### src/rtl/two_wire_handshake_byte_link_core_assert.svh
// Assertion macros for the byte link core.
`ifndef TWO_WIRE_HANDSHAKE_BYTE_LINK_CORE_ASSERT_SVH
`define TWO_WIRE_HANDSHAKE_BYTE_LINK_CORE_ASSERT_SVH

`ifndef SYNTHESIS
`define TWHBL_ASSERT_IMPL(lbl, clk, rst_n, ante, cons) \
  lbl: assert property (@(posedge clk) disable iff (!rst_n) (ante) |-> (cons)) \
    else $error("assertion failed");
`define TWHBL_ASSERT_NEXT(lbl, clk, rst_n, ante, cons) \
  lbl: assert property (@(posedge clk) disable iff (!rst_n) (ante) |=> (cons)) \
    else $error("assertion failed");
`else
`define TWHBL_ASSERT_IMPL(lbl, clk, rst_n, ante, cons)
`define TWHBL_ASSERT_NEXT(lbl, clk, rst_n, ante, cons)
`endif

`endif

### src/rtl/twhbl_pkg.sv
`default_nettype none

package twhbl_pkg;

  localparam int DEF_TIMER_WIDTH = 16;
  localparam int CFG_WIDTH       = 16;
  localparam int IN_DATA_W       = 16;
  localparam int OUT_DATA_W      = 16;
  localparam int CFG_ADDR_W      = 3;
  localparam int CFG_DATA_W      = 32;

  localparam logic [CFG_WIDTH-1:0] TIMEOUT_RST = 16'd1000;
  localparam logic [CFG_WIDTH-1:0] GAP_RST     = 16'd0;

  localparam logic [1:0] OP_PLAIN = 2'd0;
  localparam logic [1:0] OP_SEND  = 2'd1;
  localparam logic [1:0] OP_RECV  = 2'd2;

  localparam logic [1:0] ERR_OK       = 2'd0;
  localparam logic [1:0] ERR_WRITE_TO = 2'd1;
  localparam logic [1:0] ERR_READ_TO  = 2'd2;

  localparam logic REG_TIMEOUT = 1'b0;
  localparam logic REG_GAP     = 1'b1;

  typedef struct packed {
    logic       cmd_tx;
    logic       cmd_rx;
    logic [7:0] tx_byte;
    logic       red;
    logic       white;
  } item_t;

  typedef struct packed {
    logic       rejected;
    logic [1:0] error_code;
    logic [7:0] rx_byte;
    logic       rx_valid;
    logic       done;
    logic       busy;
    logic       white_drive;
    logic       red_drive;
  } res_t;

endpackage

`default_nettype wire

### src/rtl/twhbl_front.sv
`default_nettype none

module twhbl_front (
  input  wire                                  clk,
  input  wire                                  rst_n,
  input  wire                                  in_tvalid,
  output logic                                 in_tready,
  // [1:0] operation, [9:2] tx_byte, [10] red_in, [11] white_in, [15:12] zero
  input  wire  [twhbl_pkg::IN_DATA_W-1:0]      in_tdata,
  output logic                                 q_valid,
  output twhbl_pkg::item_t                     q_item,
  input  wire                                  q_pop
);

  twhbl_pkg::item_t ent_r [2];
  logic [1:0]       count_r;
  logic             wr_r;
  logic             rd_r;
  logic             push;
  twhbl_pkg::item_t cls;

  assign in_tready = (count_r != 2'd2);
  assign push      = in_tvalid && in_tready;
  assign q_valid   = (count_r != 2'd0);
  assign q_item    = ent_r[rd_r];

  always_comb begin
    cls.cmd_tx  = (in_tdata[1:0] == twhbl_pkg::OP_SEND);
    cls.cmd_rx  = (in_tdata[1:0] == twhbl_pkg::OP_RECV);
    cls.tx_byte = in_tdata[9:2];
    cls.red     = in_tdata[10];
    cls.white   = in_tdata[11];
  end

  always_ff @(posedge clk) begin
    if (push) begin
      ent_r[wr_r] <= cls;
    end
  end

  always_ff @(posedge clk) begin
    if (!rst_n) begin
      count_r <= 2'd0;
      wr_r    <= 1'b0;
      rd_r    <= 1'b0;
    end else begin
      if (push) begin
        wr_r <= ~wr_r;
      end
      if (q_pop) begin
        rd_r <= ~rd_r;
      end
      case ({push, q_pop})
        2'b10:   count_r <= count_r + 2'd1;
        2'b01:   count_r <= count_r - 2'd1;
        default: count_r <= count_r;
      endcase
    end
  end

endmodule

`default_nettype wire

### src/rtl/twhbl_engine.sv
`default_nettype none

module twhbl_engine #(
  parameter int TIMER_WIDTH = twhbl_pkg::DEF_TIMER_WIDTH
) (
  input  wire                                  clk,
  input  wire                                  rst_n,
  input  wire  [twhbl_pkg::CFG_WIDTH-1:0]      timeout_ticks,
  input  wire  [twhbl_pkg::CFG_WIDTH-1:0]      bit_gap_ticks,
  input  wire                                  q_valid,
  input  wire  twhbl_pkg::item_t               q_item,
  output logic                                 q_pop,
  output logic                                 out_tvalid,
  input  wire                                  out_tready,
  // [0] red_drive, [1] white_drive, [2] busy_res, [3] done_res, [4] rx_valid,
  // [12:5] rx_byte, [14:13] error_code, [15] rejected
  output logic [twhbl_pkg::OUT_DATA_W-1:0]     out_tdata
);

  `include "two_wire_handshake_byte_link_core_assert.svh"

  localparam logic [2:0] PH_IDLE    = 3'd0;
  localparam logic [2:0] PH_TX_PULL = 3'd1;
  localparam logic [2:0] PH_TX_REL  = 3'd2;
  localparam logic [2:0] PH_RX_WAIT = 3'd3;
  localparam logic [2:0] PH_RX_ACK  = 3'd4;
  localparam logic [2:0] PH_GAP     = 3'd5;

  localparam logic [1:0] DRV_REL        = 2'b11;
  localparam logic [1:0] DRV_PULL_WHITE = 2'b10;
  localparam logic [1:0] DRV_PULL_RED   = 2'b01;

  localparam logic [31:0] TMAX = 32'hFFFF_FFFF >> (32 - TIMER_WIDTH);

  logic [2:0]             phase_r, phase_nxt;
  logic                   is_rx_r, is_rx_nxt;
  logic [7:0]             shift_r, shift_nxt;
  logic [3:0]             bits_r, bits_nxt;
  logic [TIMER_WIDTH-1:0] wait_r, wait_nxt;
  logic [TIMER_WIDTH-1:0] gap_r, gap_nxt;
  logic                   cur_r, cur_nxt;
  logic [1:0]             drive_r, drive_nxt;

  logic                   out_valid_r;
  twhbl_pkg::res_t        res_r;
  twhbl_pkg::res_t        res_nxt;

  logic [31:0]            tmo32, gap32, tlim32, glim32;
  logic [TIMER_WIDTH-1:0] tlim, glim;
  logic [TIMER_WIDTH:0]   wait_inc, gap_inc;
  logic                   t_expired, g_expired;
  logic                   done, rxv, line_lvl;
  logic [1:0]             err;

  assign tmo32     = {16'd0, timeout_ticks};
  assign gap32     = {16'd0, bit_gap_ticks};
  assign tlim32    = (tmo32 > TMAX) ? TMAX : tmo32;
  assign glim32    = (gap32 > TMAX) ? TMAX : gap32;
  assign tlim      = tlim32[TIMER_WIDTH-1:0];
  assign glim      = glim32[TIMER_WIDTH-1:0];
  assign wait_inc  = {1'b0, wait_r} + {{TIMER_WIDTH{1'b0}}, 1'b1};
  assign gap_inc   = {1'b0, gap_r} + {{TIMER_WIDTH{1'b0}}, 1'b1};
  assign t_expired = (wait_inc >= {1'b0, tlim});
  assign g_expired = (gap_inc >= {1'b0, glim});

  assign q_pop      = q_valid && (!out_valid_r || out_tready);
  assign out_tvalid = out_valid_r;
  assign out_tdata  = res_r;

  always_comb begin
    phase_nxt = phase_r;
    is_rx_nxt = is_rx_r;
    shift_nxt = shift_r;
    bits_nxt  = bits_r;
    wait_nxt  = wait_r;
    gap_nxt   = gap_r;
    cur_nxt   = cur_r;
    drive_nxt = drive_r;
    done      = 1'b0;
    rxv       = 1'b0;
    err       = twhbl_pkg::ERR_OK;
    line_lvl  = 1'b0;
    res_nxt   = '0;

    if (phase_r == PH_IDLE) begin
      if (q_item.cmd_tx) begin
        is_rx_nxt = 1'b0;
        shift_nxt = q_item.tx_byte;
        bits_nxt  = 4'd0;
        cur_nxt   = q_item.tx_byte[0];
        drive_nxt = q_item.tx_byte[0] ? DRV_PULL_WHITE : DRV_PULL_RED;
        phase_nxt = PH_TX_PULL;
        wait_nxt  = '0;
      end else if (q_item.cmd_rx) begin
        is_rx_nxt = 1'b1;
        shift_nxt = 8'd0;
        bits_nxt  = 4'd0;
        phase_nxt = PH_RX_WAIT;
        wait_nxt  = '0;
      end
    end else begin
      res_nxt.rejected = q_item.cmd_tx || q_item.cmd_rx;
      case (phase_r)
        PH_TX_PULL, PH_TX_REL: begin
          line_lvl = cur_r ? q_item.red : q_item.white;
          if ((phase_r == PH_TX_PULL) ? !line_lvl : line_lvl) begin
            if (phase_r == PH_TX_PULL) begin
              drive_nxt = DRV_REL;
              phase_nxt = PH_TX_REL;
              wait_nxt  = '0;
            end else begin
              shift_nxt = {1'b0, shift_r[7:1]};
              bits_nxt  = bits_r + 4'd1;
              phase_nxt = PH_GAP;
              gap_nxt   = '0;
            end
          end else if (t_expired) begin
            phase_nxt = PH_IDLE;
            done      = 1'b1;
            err       = twhbl_pkg::ERR_WRITE_TO;
          end else begin
            wait_nxt = wait_inc[TIMER_WIDTH-1:0];
          end
        end
        PH_RX_WAIT: begin
          if (!(q_item.red && q_item.white)) begin
            cur_nxt   = q_item.red && !q_item.white;
            shift_nxt = {cur_nxt, shift_r[7:1]};
            drive_nxt = cur_nxt ? DRV_PULL_RED : DRV_PULL_WHITE;
            phase_nxt = PH_RX_ACK;
            wait_nxt  = '0;
          end else if (t_expired) begin
            phase_nxt = PH_IDLE;
            done      = 1'b1;
            err       = twhbl_pkg::ERR_READ_TO;
          end else begin
            wait_nxt = wait_inc[TIMER_WIDTH-1:0];
          end
        end
        PH_RX_ACK: begin
          if (cur_r ? q_item.white : q_item.red) begin
            drive_nxt = DRV_REL;
            bits_nxt  = bits_r + 4'd1;
            phase_nxt = PH_GAP;
            gap_nxt   = '0;
          end else if (t_expired) begin
            phase_nxt = PH_IDLE;
            done      = 1'b1;
            err       = twhbl_pkg::ERR_WRITE_TO;
          end else begin
            wait_nxt = wait_inc[TIMER_WIDTH-1:0];
          end
        end
        PH_GAP: begin
          if (!g_expired) begin
            gap_nxt = gap_inc[TIMER_WIDTH-1:0];
          end
        end
        default: begin
          phase_nxt = PH_IDLE;
        end
      endcase

      // end of bit with no gap, or gap elapsed: move on to the next bit, or finish after the eighth
      if ((phase_nxt == PH_GAP && phase_r != PH_GAP && glim == '0) ||
          (phase_r == PH_GAP && g_expired)) begin
        if (bits_nxt >= 4'd8) begin
          phase_nxt = PH_IDLE;
          done      = 1'b1;
          err       = twhbl_pkg::ERR_OK;
        end else if (is_rx_r) begin
          phase_nxt = PH_RX_WAIT;
          wait_nxt  = '0;
        end else begin
          cur_nxt   = shift_nxt[0];
          drive_nxt = shift_nxt[0] ? DRV_PULL_WHITE : DRV_PULL_RED;
          phase_nxt = PH_TX_PULL;
          wait_nxt  = '0;
        end
      end
      rxv = done && (err == twhbl_pkg::ERR_OK) && is_rx_r;
    end

    res_nxt.red_drive   = drive_nxt[1];
    res_nxt.white_drive = drive_nxt[0];
    res_nxt.busy        = (phase_nxt != PH_IDLE);
    res_nxt.done        = done;
    res_nxt.rx_valid    = rxv;
    res_nxt.rx_byte     = rxv ? shift_nxt : 8'd0;
    res_nxt.error_code  = err;
  end

  always_ff @(posedge clk) begin
    if (!rst_n) begin
      phase_r     <= PH_IDLE;
      is_rx_r     <= 1'b0;
      shift_r     <= 8'd0;
      bits_r      <= 4'd0;
      wait_r      <= '0;
      gap_r       <= '0;
      cur_r       <= 1'b0;
      drive_r     <= DRV_REL;
      out_valid_r <= 1'b0;
    end else begin
      if (q_pop) begin
        phase_r <= phase_nxt;
        is_rx_r <= is_rx_nxt;
        shift_r <= shift_nxt;
        bits_r  <= bits_nxt;
        wait_r  <= wait_nxt;
        gap_r   <= gap_nxt;
        cur_r   <= cur_nxt;
        drive_r <= drive_nxt;
        out_valid_r <= 1'b1;
      end else if (out_tready) begin
        out_valid_r <= 1'b0;
      end
    end
  end

  always_ff @(posedge clk) begin
    if (q_pop) begin
      res_r <= res_nxt;
    end
  end

  `TWHBL_ASSERT_IMPL(a_done_not_busy, clk, rst_n, out_valid_r && res_r.done, !res_r.busy)
  `TWHBL_ASSERT_IMPL(a_rxv_ok, clk, rst_n, out_valid_r && res_r.rx_valid, res_r.done && res_r.error_code == twhbl_pkg::ERR_OK)
  `TWHBL_ASSERT_IMPL(a_err_done, clk, rst_n, out_valid_r && res_r.error_code != twhbl_pkg::ERR_OK, res_r.done)
  `TWHBL_ASSERT_IMPL(a_bits_range, clk, rst_n, phase_r != PH_IDLE, bits_r <= 4'd8)
  `TWHBL_ASSERT_NEXT(a_idle_hold, clk, rst_n, q_pop && phase_r == PH_IDLE && !q_item.cmd_tx && !q_item.cmd_rx, phase_r == PH_IDLE && $stable(drive_r))

endmodule

`default_nettype wire

### src/rtl/two_wire_handshake_byte_link_core.sv
// Two-wire open-drain byte link engine.
// in_* : one transaction per clock tick with the sampled red and white line
//        levels and an optional send or receive command.
// out_*: one result transaction per input transaction, in order: line drive,
//        busy, done and error pulses, received byte, rejected command flag.
// cfg_*: APB-style write/read of timeout_ticks (0x0) and bit_gap_ticks (0x4).
//        Write only while no transfer is in progress.
// Throughput: one transaction per cycle while the receiver takes results. A
// two-entry input queue feeds the protocol state machine, which updates once
// per cycle into a result register when it pops an item. An accepted input
// is stored in a queue entry, then the state machine writes its result register.
// Receiver stall: the result register holds, the queue fills its two entries
// and in_tready drops; no transaction is lost.
// Reset (rst_n low, synchronous): state machine idle, both lines released,
// queue and result register empty, registers at 1000 and 0 ticks.
`default_nettype none

module two_wire_handshake_byte_link_core #(
  parameter int TIMER_WIDTH = twhbl_pkg::DEF_TIMER_WIDTH
) (
  input  wire                                  clk,
  input  wire                                  rst_n,
  input  wire                                  in_tvalid,
  output logic                                 in_tready,
  // [1:0] operation, [9:2] tx_byte, [10] red_in, [11] white_in, [15:12] zero
  input  wire  [twhbl_pkg::IN_DATA_W-1:0]      in_tdata,
  output logic                                 out_tvalid,
  input  wire                                  out_tready,
  // [0] red_drive, [1] white_drive, [2] busy_res, [3] done_res, [4] rx_valid,
  // [12:5] rx_byte, [14:13] error_code, [15] rejected
  output logic [twhbl_pkg::OUT_DATA_W-1:0]     out_tdata,
  input  wire                                  cfg_psel,
  input  wire                                  cfg_penable,
  input  wire                                  cfg_pwrite,
  input  wire  [twhbl_pkg::CFG_ADDR_W-1:0]     cfg_paddr,
  input  wire  [twhbl_pkg::CFG_DATA_W-1:0]     cfg_pwdata,
  output logic [twhbl_pkg::CFG_DATA_W-1:0]     cfg_prdata,
  output logic                                 cfg_pready
);

  logic [twhbl_pkg::CFG_WIDTH-1:0] timeout_r;
  logic [twhbl_pkg::CFG_WIDTH-1:0] gap_r;
  logic                            cfg_wr;
  logic                            q_valid;
  logic                            q_pop;
  twhbl_pkg::item_t                q_item;

  assign cfg_pready = 1'b1;
  assign cfg_wr     = cfg_psel && cfg_penable && cfg_pwrite && cfg_pready;

  always_comb begin
    case (cfg_paddr[2])
      twhbl_pkg::REG_TIMEOUT: cfg_prdata = {16'd0, timeout_r};
      twhbl_pkg::REG_GAP:     cfg_prdata = {16'd0, gap_r};
      default:                cfg_prdata = '0;
    endcase
  end

  always_ff @(posedge clk) begin
    if (!rst_n) begin
      timeout_r <= twhbl_pkg::TIMEOUT_RST;
      gap_r     <= twhbl_pkg::GAP_RST;
    end else if (cfg_wr) begin
      if (cfg_paddr[2] == twhbl_pkg::REG_TIMEOUT) begin
        timeout_r <= cfg_pwdata[twhbl_pkg::CFG_WIDTH-1:0];
      end else begin
        gap_r <= cfg_pwdata[twhbl_pkg::CFG_WIDTH-1:0];
      end
    end
  end

  twhbl_front u_front (
    .clk       (clk),
    .rst_n     (rst_n),
    .in_tvalid (in_tvalid),
    .in_tready (in_tready),
    .in_tdata  (in_tdata),
    .q_valid   (q_valid),
    .q_item    (q_item),
    .q_pop     (q_pop)
  );

  twhbl_engine #(
    .TIMER_WIDTH (TIMER_WIDTH)
  ) u_engine (
    .clk           (clk),
    .rst_n         (rst_n),
    .timeout_ticks (timeout_r),
    .bit_gap_ticks (gap_r),
    .q_valid       (q_valid),
    .q_item        (q_item),
    .q_pop         (q_pop),
    .out_tvalid    (out_tvalid),
    .out_tready    (out_tready),
    .out_tdata     (out_tdata)
  );

endmodule

`default_nettype wire
### config.mk
export PLATFORM = sky130hd
export DESIGN_NAME = two_wire_handshake_byte_link_core
export DESIGN_NICKNAME = d
export VERILOG_FILES = /design/src/rtl/twhbl_pkg.sv /design/src/rtl/twhbl_front.sv /design/src/rtl/twhbl_engine.sv /design/src/rtl/two_wire_handshake_byte_link_core.sv
export VERILOG_INCLUDE_DIRS = /design/src /design/src/rtl
export SDC_FILE = /design/constraint.sdc
export NUM_CORES = 1
export LEC_CHECK = 0
export ABC_AREA = 1
export ABC_CLOCK_PERIOD_IN_PS = 3650
export BUFFER_PORTS_ARGS = -buffer_cell sky130_fd_sc_hd__buf_4
export CAP_MARGIN = 0
export CORE_UTILIZATION = 50
export DETAILED_ROUTE_END_ITERATION = 7
export GPL_TIMING_DRIVEN = 0
export PLACE_DENSITY_LB_ADDON = 0.05
export REMOVE_ABC_BUFFERS = 1
export SKIP_LAST_GASP = 1
export SLEW_MARGIN = 20
export SYNTH_ARGS = -nofsm -noshare
export SYNTH_HDL_FRONTEND = slang
export SYNTH_HIERARCHICAL = 1
export SYNTH_SLANG_ARGS = --single-unit
### constraint.sdc
create_clock -name clk -period 3.65 [get_ports clk]
set_clock_uncertainty 0.05 [all_clocks]
set_input_delay 1.095 -clock clk [delete_from_list [all_inputs] [get_ports clk]]
set_output_delay 1.095 -clock clk [all_outputs]
set_load 0.005 [all_outputs]
==> reports/summary.txt, run 1 <==
Hold Vio Cnt, Final - 0
Synth Instances - 1078
DR WL/cell - 14.1 um
WL final - 19.3 mm
Dpl ws - -0.465 ns
CP required - 3.76 ns
Yosys warning count - 6
CTS Sinks - 129
Overall routing resource usage - 24.4%
Die Y - 129 um
Dpl hpwl - 13.7 mm
Max-capacitance violation count - 0
Final worst-path setup slack - 0.210 ns
Peak supply drop - 469 uV
CTS H-tree lvls - 4
DR DRC count - 0
Worst reg2reg path endpoint - u_engine/out_tdata[1]$_DFFE_PP_
CTS root buf - clkbuf_16
Tmin final - 3.44 ns
FF-to-FF path depth - 21
Via density - 5.09
Unique cell type count in the Yosys netlist - 57
Largest cells by area after synthesis - dfxtp_1, edfxtp_1, nand2_1
Syn avg cell area - 7.46 um2
CTS tree - done
Worst setup SP type - register
Clock latency on the worst-skew pair - 0.42 ns
1st-iter DRT viols - 466
Register-to-register setup slack - 0.21 ns
CTS buffer count - 17
DRT antenna net count - 0
Inserted Diodes - 0
Reg2reg start - u_engine/gap_r[1]$_SDFFE_PN0P_
Crit-path max FO - 3
Critical Path Sink Type - register
Rows - 46
Final setup TNS - 0 ns
Outcome - finished, final reports clean
Crit path from - u_engine/gap_r[1]$_SDFFE_PN0P_
Worst-margin pin slew - 0.985 ns
Max-Slew Margin vs Limit - 34.1%
Die Width - 129 um
Full die area - 0.0166 mm2
Worst hold path type - reg -> reg
Kind of critical path - reg -> reg
Share of layout cells above drive strength 1 - 18.0%
Starting Density - 51.0%
Number of buffers added on ports - 69
Post-synth top flop - dfxtp_1
Hold_buf cts - 0
Leakage - 4.34 nW
Vias in the first global route - 6439
Nets@finish - 1232
Total number of vias - 6957
Congestion Overflow GR - 0
FFs w/ async S/R, synth - 0%
Commonest cells post-synth - nand2_1, inv_1, nor2_1, dfxtp_1, nand3_1
FMAX - 291 MHz
FF+latch count, synth - 129
Leading area contributor after synthesis - dfxtp_1
Final setup viols - 0
WP data arrival - 3.55 ns
Clk slew on worst S/H paths - 0.06 ns
CORE AREA - 0.0158 mm2
Worst Setup EP - u_engine/out_tdata[1]$_DFFE_PP_
Top-area cell type share of the netlist area - 22.1%
Number of synthesized flops with an enable pin - 40
Max-slew violations - 0
Ports - 109
First-pass GRT wire length - 31.6 mm
Longest Clk Path Bufs - 2
P&R area growth vs syn - 16.5%
Drt pass-1 iters - 5
Sequential element share of the synthesized area - 37.1%
Synthesized area - 0.00805 mm2
Initial antenna violation count - 0
PD cells - 693 mW/mm2
Largest net degree at the start of global routing - 49
Gpl congestion - 0.838
Most common cell in the synthesized netlist - nand2_1
Period Utilization, post-route - 94.2%
## kinds of logic (layout without fill, tap and decap cells)
family	count (synthesis)	in the layout	share of synthesized area, %
AOI/OAI and AO/OA	154	154	11.6
xor gates and xnor gates	24	24	2.61
adders and majority gates	36	36	5.60
buffers and inverters	196	254	11.2
DFF	129	129	37.1
muxes	12	12	2.15
other	2	17	0.0933
and+or+nand+nor	525	525	29.7
## what timing repair did
| action | CTS | global route |
|---|---|---|
| endpoints found under the setup margin | 17 | 51 |
| pin swaps | 1 | 18 |
| resized for setup | 3 | 31 |
| setup buffers | 1 | 6 |
## cell usage in the layout, fill, tap and decap left out, types with 4 or more instances in the layout
cell type  instances
nor2_1           106
nor2_2             7
dfxtp_1           84
o21ai_1           12
conb_1            17
clkbuf_16         17
nor2_4             5
a31oi_1            4
ha_1              35
inv_2             14
mux2_4            10
a32o_1             7
inv_1            124
nor4_1             5
o21ai_0           32
nand4_1           12
nand3_1           70
a211oi_1           4
a21o_1             4
buf_4             74
edfxtp_1          40
a211oi_2          10
nand2_1          272
nor3_1             7
a21oi_1           70
dfxtp_2            4
clkinv_1           4
nand2_4           12
nand2_2            4
xor2_1            21
## worst min path at each step
stage / from / end / slack, ns / cells after the start
final: u_engine/bits_r[3]$_SDFFE_PN0P_ / u_engine/bits_r[3]$_SDFFE_PN0P_ / 0.43 / 2
after global routing: u_engine/bits_r[3]$_SDFFE_PN0P_ / u_engine/bits_r[3]$_SDFFE_PN0P_ / 0.43 / 2
after CTS: u_engine/bits_r[3]$_SDFFE_PN0P_ / u_engine/bits_r[3]$_SDFFE_PN0P_ / 0.42 / 2
after detailed placement: u_engine/bits_r[3]$_SDFFE_PN0P_ / u_engine/bits_r[3]$_SDFFE_PN0P_ / 0.41 / 2
after global placement: u_engine/bits_r[3]$_SDFFE_PN0P_ / u_engine/bits_r[3]$_SDFFE_PN0P_ / 0.41 / 2
after floorplan: u_engine/gap_r[10]$_SDFFE_PN0P_ / u_engine/gap_r[10]$_SDFFE_PN0P_ / 0.40 / 2
## registers in the layout (all words and copies together) (netlist names), 4 cells and up, named ones only
signal,cells
gap_r,16
timeout_r,16
u_engine/bits_r,4
u_engine/gap_r,16
u_engine/out_tdata,16
u_engine/shift_r,8
u_engine/wait_r,16
u_front/ent_r,24
## per-stage QoR
stage | instances | hold WS [ns] | power (mW) | utilization (%) | cell area (um2)
after floorplan | 1041 | 0.395 | 3.88 | - | 7750
after CTS | 1361 | 0.424 | 6.45 | 58.4 | 9200
after global placement | 1326 | 0.405 | 4.63 | 54.2 | 8540
after global routing | 1367 | 0.427 | 6.97 | 59.5 | 9380
final | 1367 | 0.429 | 6.50 | 59.5 | 9380
after detailed placement | 1328 | 0.412 | 4.69 | 54.5 | 8590
## critical path, stage by stage, from the launching register on
cell and delay, ns:
dfxtp_2 0.36, ha_4 0.16, nand2_4 0.06, nor2_4 0.08, nand4_1 0.17, nor3_2 0.24, nand2_1 0.11, nor3_2 0.27
xor2_2 0.12, ha_1 0.31, nand2_1 0.05, nor2_1 0.12, and3_1 0.17, a31oi_1 0.08, nand3_1 0.13, nand2_4 0.12
buf_6 0.18, buf_4 0.13, nand3_2 0.05, nand2_1 0.07, nand2_1 0.08, nand2_2 0.08
## area by class of cell
class | instances | area (um2)
clock buffers | 18 | 429
clock inverters | 14 | 164
fillers | 1505 | 6390
inverters | 144 | 551
multi-input cells | 768 | 4360
flip-flops and latches | 129 | 2990
well taps | 216 | 270
repair buffers | 78 | 609
## routing by layer
layer / vias up / global-route usage (%) / share of wire (%)
met5: - / 0 / 0
met4: 0 / 7.47 / 1.5
met3: 21 / 5.32 / 4.3
met2: 162 / 41.8 / 48
met1: 3171 / 30.7 / 47
li1: 3603 / - / -
## power breakdown
| group | leakage, nW | switching (mW) | internal [mW] |
|---|---|---|---|
| clock | 0.279 | 0.647 | 1.07 |
| sequential | 1.11 | 0.230 | 1.83 |
| combinational | 2.95 | 1.73 | 0.990 |
Power figures use the tool's default switching activity.
==> run 2: changes to the inputs <==
--- a/config.mk
+++ b/config.mk
@@ -7,7 +7,7 @@
 export NUM_CORES = 1
 export LEC_CHECK = 0
 export ABC_AREA = 1
-export ABC_CLOCK_PERIOD_IN_PS = 3650
+export ABC_CLOCK_PERIOD_IN_PS = 3100
 export BUFFER_PORTS_ARGS = -buffer_cell sky130_fd_sc_hd__buf_4
 export CAP_MARGIN = 0
 export CORE_UTILIZATION = 50
==> constraint.sdc (replaced) <==
create_clock -name clk -period 3.1 [get_ports clk]
set_clock_uncertainty 0.05 [all_clocks]
set_input_delay 0.93 -clock clk [delete_from_list [all_inputs] [get_ports clk]]
set_output_delay 0.93 -clock clk [all_outputs]
set_load 0.005 [all_outputs]
==> reports/summary.txt, run 2 (synthesized netlist as in run 1, its figures left out) <==
Logic pwr share - 44.6% (was 41.9%)
Most common cell after layout, fill and taps aside - nand2_1 (unchanged)
Worst-margin pin slew - 1.02 ns (was 0.985 ns)
P&R area growth vs syn - 22.8% (was 16.5%)
CP required - 3.22 ns (was 3.76 ns)
CTS H-tree lvls - 4 (unchanged)
CTS buffer count - 17 (unchanged)
Final core occ - 62.6% (was 59.5%)
Max-slew violations - 0 (unchanged)
First-pass GRT wire length - 32.3 mm (was 31.6 mm)
Sw Share - 41.0% (was 40.1%)
RSZ-0062 raised after global routing - yes
Worst Setup EP - u_engine/out_tdata[2]$_DFFE_PP_ (was u_engine/out_tdata[1]$_DFFE_PP_)
Inserted Diodes - 0 (unchanged)
Drt pass-1 iters - 5 (unchanged)
Vias in the first global route - 6565 (was 6439)
Nets@finish - 1248 (was 1232)
DRT antenna net count - 0 (unchanged)
Rows - 46 (unchanged)
Clock Power Share - 25.2% (was 26.4%)
Initial antenna violation count - 0 (unchanged)
CTS root buf - clkbuf_16 (unchanged)
Max-capacitance violation count - 0 (unchanged)
Power Total - 8.06 mW (was 6.50 mW)
Critical Path Sink Type - register (unchanged)
Leakage - 4.46 nW (was 4.34 nW)
DR DRC count - 0 (unchanged)
Crit-path max FO - 6 (was 3)
Failing checks - negative setup slack
Total number of vias - 7221 (was 6957)
FF-to-FF path depth - 20 (was 21)
Peak supply drop - 556 uV (was 469 uV)
Levels on crit path - 20 (was 21)
Hold_buf cts - 0 (unchanged)
Outcome - finished with violations (was finished, final reports clean)
P_int - 4.75 mW (was 3.89 mW)
CP cell instances - ha_4 -> nand2_4 -> nor2_4 -> nand4_1 -> nor3_2 -> nand2_1 -> nor3_2 -> xor2_1 -> ha_1 -> nand2_1 -> nor2_2 -> and3_1 -> a31oi_1 -> nand3_2 -> nand2_4 -> nand2_8 -> nand2_8 -> nand3_4 -> nor2_2 -> nand2_1 (was ha_4 -> nand2_4 -> nor2_4 -> nand4_1 -> nor3_2 -> nand2_1 -> nor3_2 -> xor2_2 -> ha_1 -> nand2_1 -> nor2_1 -> and3_1 -> a31oi_1 -> nand3_1 -> nand2_4 -> buf_6 -> buf_4 -> nand3_2 -> nand2_1 -> nand2_1 -> nand2_2)
Worst Path Buf+Inv - 0 (was 2)
Max-Slew Margin vs Limit - 32.2% (was 34.1%)
Tmin final - 3.32 ns (was 3.44 ns)
1st-iter DRT viols - 418 (was 466)
Overall routing resource usage - 25.0% (was 24.4%)
CORE AREA - 0.0158 mm2 (unchanged)
Die Width - 129 um (unchanged)
CTS Sinks - 129 (unchanged)
Final setup viols - 50 (was 0)
Longest Clk Path Bufs - 2 (unchanged)
DR WL/cell - 14.8 um (was 14.1 um)
Share of layout cells above drive strength 1 - 24.6% (was 18.0%)
Dpl hpwl - 13.7 mm (unchanged)
Via density - 5.22 (was 5.09)
Ports - 109 (unchanged)
Worst setup SP type - register (unchanged)
Top reg by flops - u_front/ent_r (unchanged)
Slowest CP cell - dfxtp_4 (was dfxtp_2)
Largest net degree at the start of global routing - 49 (unchanged)
Register-to-register setup slack - -0.22 ns (was 0.21 ns)
Delay-heaviest family, CP - simple AND/OR/NAND/NOR gates (unchanged)
Congestion Overflow GR - 0 (unchanged)
Die Y - 129 um (unchanged)
Worst reg2reg path endpoint - u_engine/out_tdata[2]$_DFFE_PP_ (was u_engine/out_tdata[1]$_DFFE_PP_)
Clock latency on the worst-skew pair - 0.42 ns (about the same)
Full die area - 0.0166 mm2 (unchanged)
FMAX - 302 MHz (was 291 MHz)
Fillers - 1433 (was 1505)
Max reg flops - 24 (unchanged)
Kind of critical path - reg -> reg (unchanged)
Final worst-path setup slack - -0.216 ns (was 0.210 ns)
Crit path from - u_engine/gap_r[0]$_SDFFE_PN0P_ (was u_engine/gap_r[1]$_SDFFE_PN0P_)
CTS tree - done (unchanged)
Most used cell, CP - nand2_1 (unchanged)
Worst hold path type - reg -> reg (unchanged)
Max incr delay on CP - 0.36 ns (about the same)
Gpl congestion - 0.838 (unchanged)
Reg2reg start - u_engine/gap_r[0]$_SDFFE_PN0P_ (was u_engine/gap_r[1]$_SDFFE_PN0P_)
Period Utilization, post-route - 107% (was 94.2%)
Starting Density - 51.0% (unchanged)
PD cells - 815 mW/mm2 (was 693 mW/mm2)
Clk slew on worst S/H paths - 0.06 ns (about the same)
Net load switching power - 3.31 mW (was 2.61 mW)
WP data arrival - 3.43 ns (was 3.55 ns)
Flop pwr share - 30.2% (was 31.7%)
WL final - 20.5 mm (was 19.3 mm)
Commonest non-fill, non-tap cells in the layout - nand2_1, inv_1, nor2_1 (unchanged)
Hold Vio Cnt, Final - 0 (unchanged)
Number of buffers added on ports - 69 (unchanged)
## run 2: cell types whose count changed in the layout (fill, tap and decap cells not counted), sizes merged
cell    previous run  this run
buf               78        89
clkbuf            18        19
nand2            291       294
nand3             76        77
## run 2: worst register-to-register path, stage by stage (launching register included)
cell and delay (ns):
dfxtp_4 0.36, ha_4 0.15, nand2_4 0.05, nor2_4 0.10
nand4_1 0.16, nor3_2 0.22, nand2_1 0.13, nor3_2 0.15
xor2_1 0.26, ha_1 0.30, nand2_1 0.09, nor2_2 0.04
and3_1 0.14, a31oi_1 0.16, nand3_2 0.13, nand2_4 0.13
nand2_8 0.10, nand2_8 0.10, nand3_4 0.07, nor2_2 0.09
nand2_1 0.08
## run 2: through the flow
step | worst slack (ns) | instances | TNS (ns) | hold slack [ns] | area (um2)
floorplan | -0.260 | 1041 | -5.11 | 0.395 | 7750
detailed placement | -1.01 | 1328 | -29.26 | 0.412 | 8590
finish | -0.216 | 1383 | -8.27 | 0.429 | 9880
CTS | -0.248 | 1374 | -10.48 | 0.424 | 9440
global route | -0.349 | 1383 | -15.04 | 0.428 | 9880
global placement | -1.74 | 1326 | -68.96 | 0.405 | 8540
## run 2: per-layer routing
layer  vias to the layer above  part of all wire (%)  track usage, %
met5                         -                     0               0
met4                         0                   1.6            8.24
met3                        28                   4.5            5.41
met2                       186                    48            42.5
met1                      3358                    46            31.4
li1                       3649                     -               -
## run 2: worst min path at each step
stage,start,to,slack [ns],depth (start not counted)
final,u_engine/bits_r[3]$_SDFFE_PN0P_,u_engine/bits_r[3]$_SDFFE_PN0P_,0.43,2
after global routing,u_engine/bits_r[3]$_SDFFE_PN0P_,u_engine/bits_r[3]$_SDFFE_PN0P_,0.43,2
after CTS,u_engine/bits_r[3]$_SDFFE_PN0P_,u_engine/bits_r[3]$_SDFFE_PN0P_,0.42,2
after detailed placement,u_engine/bits_r[3]$_SDFFE_PN0P_,u_engine/bits_r[3]$_SDFFE_PN0P_,0.41,2
after global placement,u_engine/bits_r[3]$_SDFFE_PN0P_,u_engine/bits_r[3]$_SDFFE_PN0P_,0.41,2
after floorplan,u_engine/gap_r[10]$_SDFFE_PN0P_,u_engine/gap_r[10]$_SDFFE_PN0P_,0.40,2
## run 2: power by group through the flow
| stage | Clock [mW] | Combinational (mW) | Sequential [mW] |
|---|---|---|---|
| after floorplan | 0 | 2.17 | 2.39 |
| after global placement | 0 | 3.01 | 2.44 |
| after detailed placement | 0 | 3.08 | 2.44 |
| after CTS | 2.06 | 3.31 | 2.42 |
| after global routing | 2.13 | 3.98 | 2.48 |
| final | 2.03 | 3.59 | 2.44 |
## run 2: final cells by class
class / count / area (um2) / share of cell area [%]
Multi-Input combinational cell: 772 / 4730 / 47.9
Timing Repair Buffer: 90 / 726 / 7.35
Clock buffer: 18 / 429 / 4.34
Clock inverter: 14 / 164 / 1.66
Tap cell: 216 / 270 / 2.74
Inverter: 144 / 556 / 5.62
Sequential cell: 129 / 3010 / 30.4
## run 2: repair_timing
action,in CTS,in global routing
resized for setup,34,95
hold endpoints to repair,0,0
pin swaps,18,37
setup endpoints to repair,53,53
gates cloned,3,2
buffers inserted,11,7
==> run 3: changes to the inputs <==
--- a/config.mk
+++ b/config.mk
@@ -21,3 +21,4 @@
 export SYNTH_HDL_FRONTEND = slang
 export SYNTH_HIERARCHICAL = 1
 export SYNTH_SLANG_ARGS = --single-unit
+export TNS_END_PERCENT = 10
==> reports/summary.txt, run 3 (synthesized netlist as in run 1, its figures left out) <==
Max-capacitance violation count - 0 (unchanged)
PD cells - 815 mW/mm2 (about the same)
1st-iter DRT viols - 460 (was 418)
Ports - 109 (unchanged)
Period Utilization, post-route - 106% (was 107%)
Rows - 46 (unchanged)
Vias in the first global route - 6551 (was 6565)
Inserted Diodes - 0 (unchanged)
Clk slew on worst S/H paths - 0.06 ns (about the same)
Most common cell after layout, fill and taps aside - nand2_1 (unchanged)
Via density - 5.19 (was 5.22)
CTS Sinks - 129 (unchanged)
DR WL/cell - 14.6 um (was 14.8 um)
Final worst-path setup slack - -0.176 ns (was -0.216 ns)
Leakage - 4.45 nW (was 4.46 nW)
Drt pass-1 iters - 5 (unchanged)
FF/Latch Area - 0.00301 mm2 (unchanged)
Share of layout cells above drive strength 1 - 23.1% (was 24.6%)
Max reg flops - 24 (unchanged)
Largest net degree at the start of global routing - 49 (unchanged)
CTS root buf - clkbuf_16 (unchanged)
WP data arrival - 3.39 ns (was 3.43 ns)
Total number of vias - 7181 (was 7221)
WL final - 20.3 mm (was 20.5 mm)
Die Width - 129 um (unchanged)
Final core occ - 62.2% (was 62.6%)
Slowest CP cell - dfxtp_4 (unchanged)
Clock latency on the worst-skew pair - 0.42 ns (about the same)
CORE AREA - 0.0158 mm2 (unchanged)
Worst hold path type - reg -> reg (unchanged)
Dpl hpwl - 13.7 mm (unchanged)
Worst setup SP type - register (unchanged)
Worst-margin pin slew - 0.989 ns (was 1.02 ns)
Dpl ws - -1.01 ns (unchanged)
CP required - 3.22 ns (about the same)
Outcome - finished with violations (unchanged)
Max incr delay on CP - 0.36 ns (about the same)
Power Total - 7.99 mW (was 8.06 mW)
Fillers - 1444 (was 1433)
Die Y - 129 um (unchanged)
Hold Vio Cnt, Final - 0 (unchanged)
RSZ-0062 raised after global routing - yes (unchanged)
DRT antenna net count - 0 (unchanged)
Max-Slew Margin vs Limit - 33.8% (was 32.2%)
Nets@finish - 1248 (unchanged)
CP cell instances - ha_4 -> nand2_4 -> nor2_4 -> nand4_1 -> nor3_2 -> nand2_1 -> nor3_2 -> xor2_1 -> ha_1 -> nand2_1 -> nor2_2 -> and3_1 -> a31oi_1 -> nand3_2 -> nand2_4 -> nand2_8 -> nand2_8 -> nand3_4 -> nor2_2 -> nand2_1 (unchanged)
Area post-placement - 0.00859 mm2 (unchanged)
Crit-path max FO - 6 (unchanged)
Tmin final - 3.28 ns (was 3.32 ns)
Kind of critical path - reg -> reg (unchanged)
Critical Path Sink Type - register (unchanged)
FMAX - 305 MHz (was 302 MHz)
Hold_buf cts - 0 (unchanged)
Max-slew violations - 0 (unchanged)
P&R area growth vs syn - 21.8% (was 22.8%)
CTS buffer count - 17 (unchanged)
Gpl congestion - 0.838 (unchanged)
DR DRC count - 0 (unchanged)
Most used cell, CP - nand2_1 (unchanged)
Failing checks - negative setup slack (unchanged)
Full die area - 0.0166 mm2 (unchanged)
Longest Clk Path Bufs - 2 (unchanged)
CTS H-tree lvls - 4 (unchanged)
Congestion Overflow GR - 0 (unchanged)
Final non-filler cell area - 0.00980 mm2 (was 0.00988 mm2)
Multi-input logic area - 0.00464 mm2 (was 0.00473 mm2)
First-pass GRT wire length - 32.1 mm (was 32.3 mm)
Number of buffers added on ports - 69 (unchanged)
Top reg by flops - u_front/ent_r (unchanged)
Peak supply drop - 553 uV (was 556 uV)
Starting Density - 51.0% (unchanged)
Overall routing resource usage - 24.8% (was 25.0%)
Initial antenna violation count - 0 (unchanged)
CTS tree - done (unchanged)
Commonest non-fill, non-tap cells in the layout - nand2_1, inv_1, nor2_1 (unchanged)
Final setup viols - 50 (unchanged)
==> run 3: metal layers <==
| metal | vias to the layer above | routed length, um | track usage, % |
|---|---|---|---|
| met5 | - | 0 | 0 |
| met3 | 29 | 777 | 5.36 |
| met1 | 3345 | 9430 | 31.1 |
| met4 | 0 | 397 | 8.65 |
| li1 | 3649 | - | - |
| met2 | 158 | 9650 | 42.2 |
==> run 3: through the flow <==
stage / hold slack, ns / TNS [ns] / std cells
after floorplan: 0.395 / -5.11 / 1041
after global placement: 0.405 / -68.96 / 1326
after detailed placement: 0.412 / -29.26 / 1328
after CTS: 0.424 / -10.56 / 1373
after global routing: 0.428 / -15.23 / 1383
final: 0.427 / -6.42 / 1383
==> run 3: timing repair <==
| item | in CTS | in global routing |
|---|---|---|
| pin swaps | 17 | 36 |
| endpoints found under the setup margin | 53 | 53 |
| gates resized for setup | 30 | 77 |
| buffers inserted | 11 | 8 |
| cloned | 2 | 2 |
==> run 3: layout make-up <==
cell class              count  share of cell area, %
well taps                 216                   2.76
flip-flops and latches    129                   30.7
inverters                 144                   5.68
repair buffers             91                   7.48
clock inverters            14                   1.67
clock buffers              18                   4.38
multi-input cells         771                   47.4
==> run 3: worst paths after layout <==
kind	cells after the start	slack [ns]	startpoint	end
min reg2reg	2	0.43	u_engine/bits_r[3]$_SDFFE_PN0P_	u_engine/bits_r[3]$_SDFFE_PN0P_
max	20	-0.18	u_engine/gap_r[0]$_SDFFE_PN0P_	u_engine/out_tdata[2]$_DFFE_PP_
max reg2reg	20	-0.18	u_engine/gap_r[0]$_SDFFE_PN0P_	u_engine/out_tdata[2]$_DFFE_PP_
min	2	0.43	u_engine/bits_r[3]$_SDFFE_PN0P_	u_engine/bits_r[3]$_SDFFE_PN0P_
==> run 3: critical path: cells and delay by family, from the launching register on <==
| family | cells | cell delay (ns) |
|---|---|---|
| AND/OR/NAND/NOR | 16 | 1.73 |
| adder cells (fa/ha/maj) | 2 | 0.44 |
| flip-flops | 1 | 0.36 |
| XOR/XNOR | 1 | 0.26 |
| AO/OA/AOI/OAI | 1 | 0.16 |
==> run 3: power by group <==
part,switching [mW],internal [mW],total [mW]
Sequential,0.272,2.16,2.43
Clock,0.769,1.26,2.03
Combinational,2.22,1.31,3.53
Total,3.26,4.73,7.99
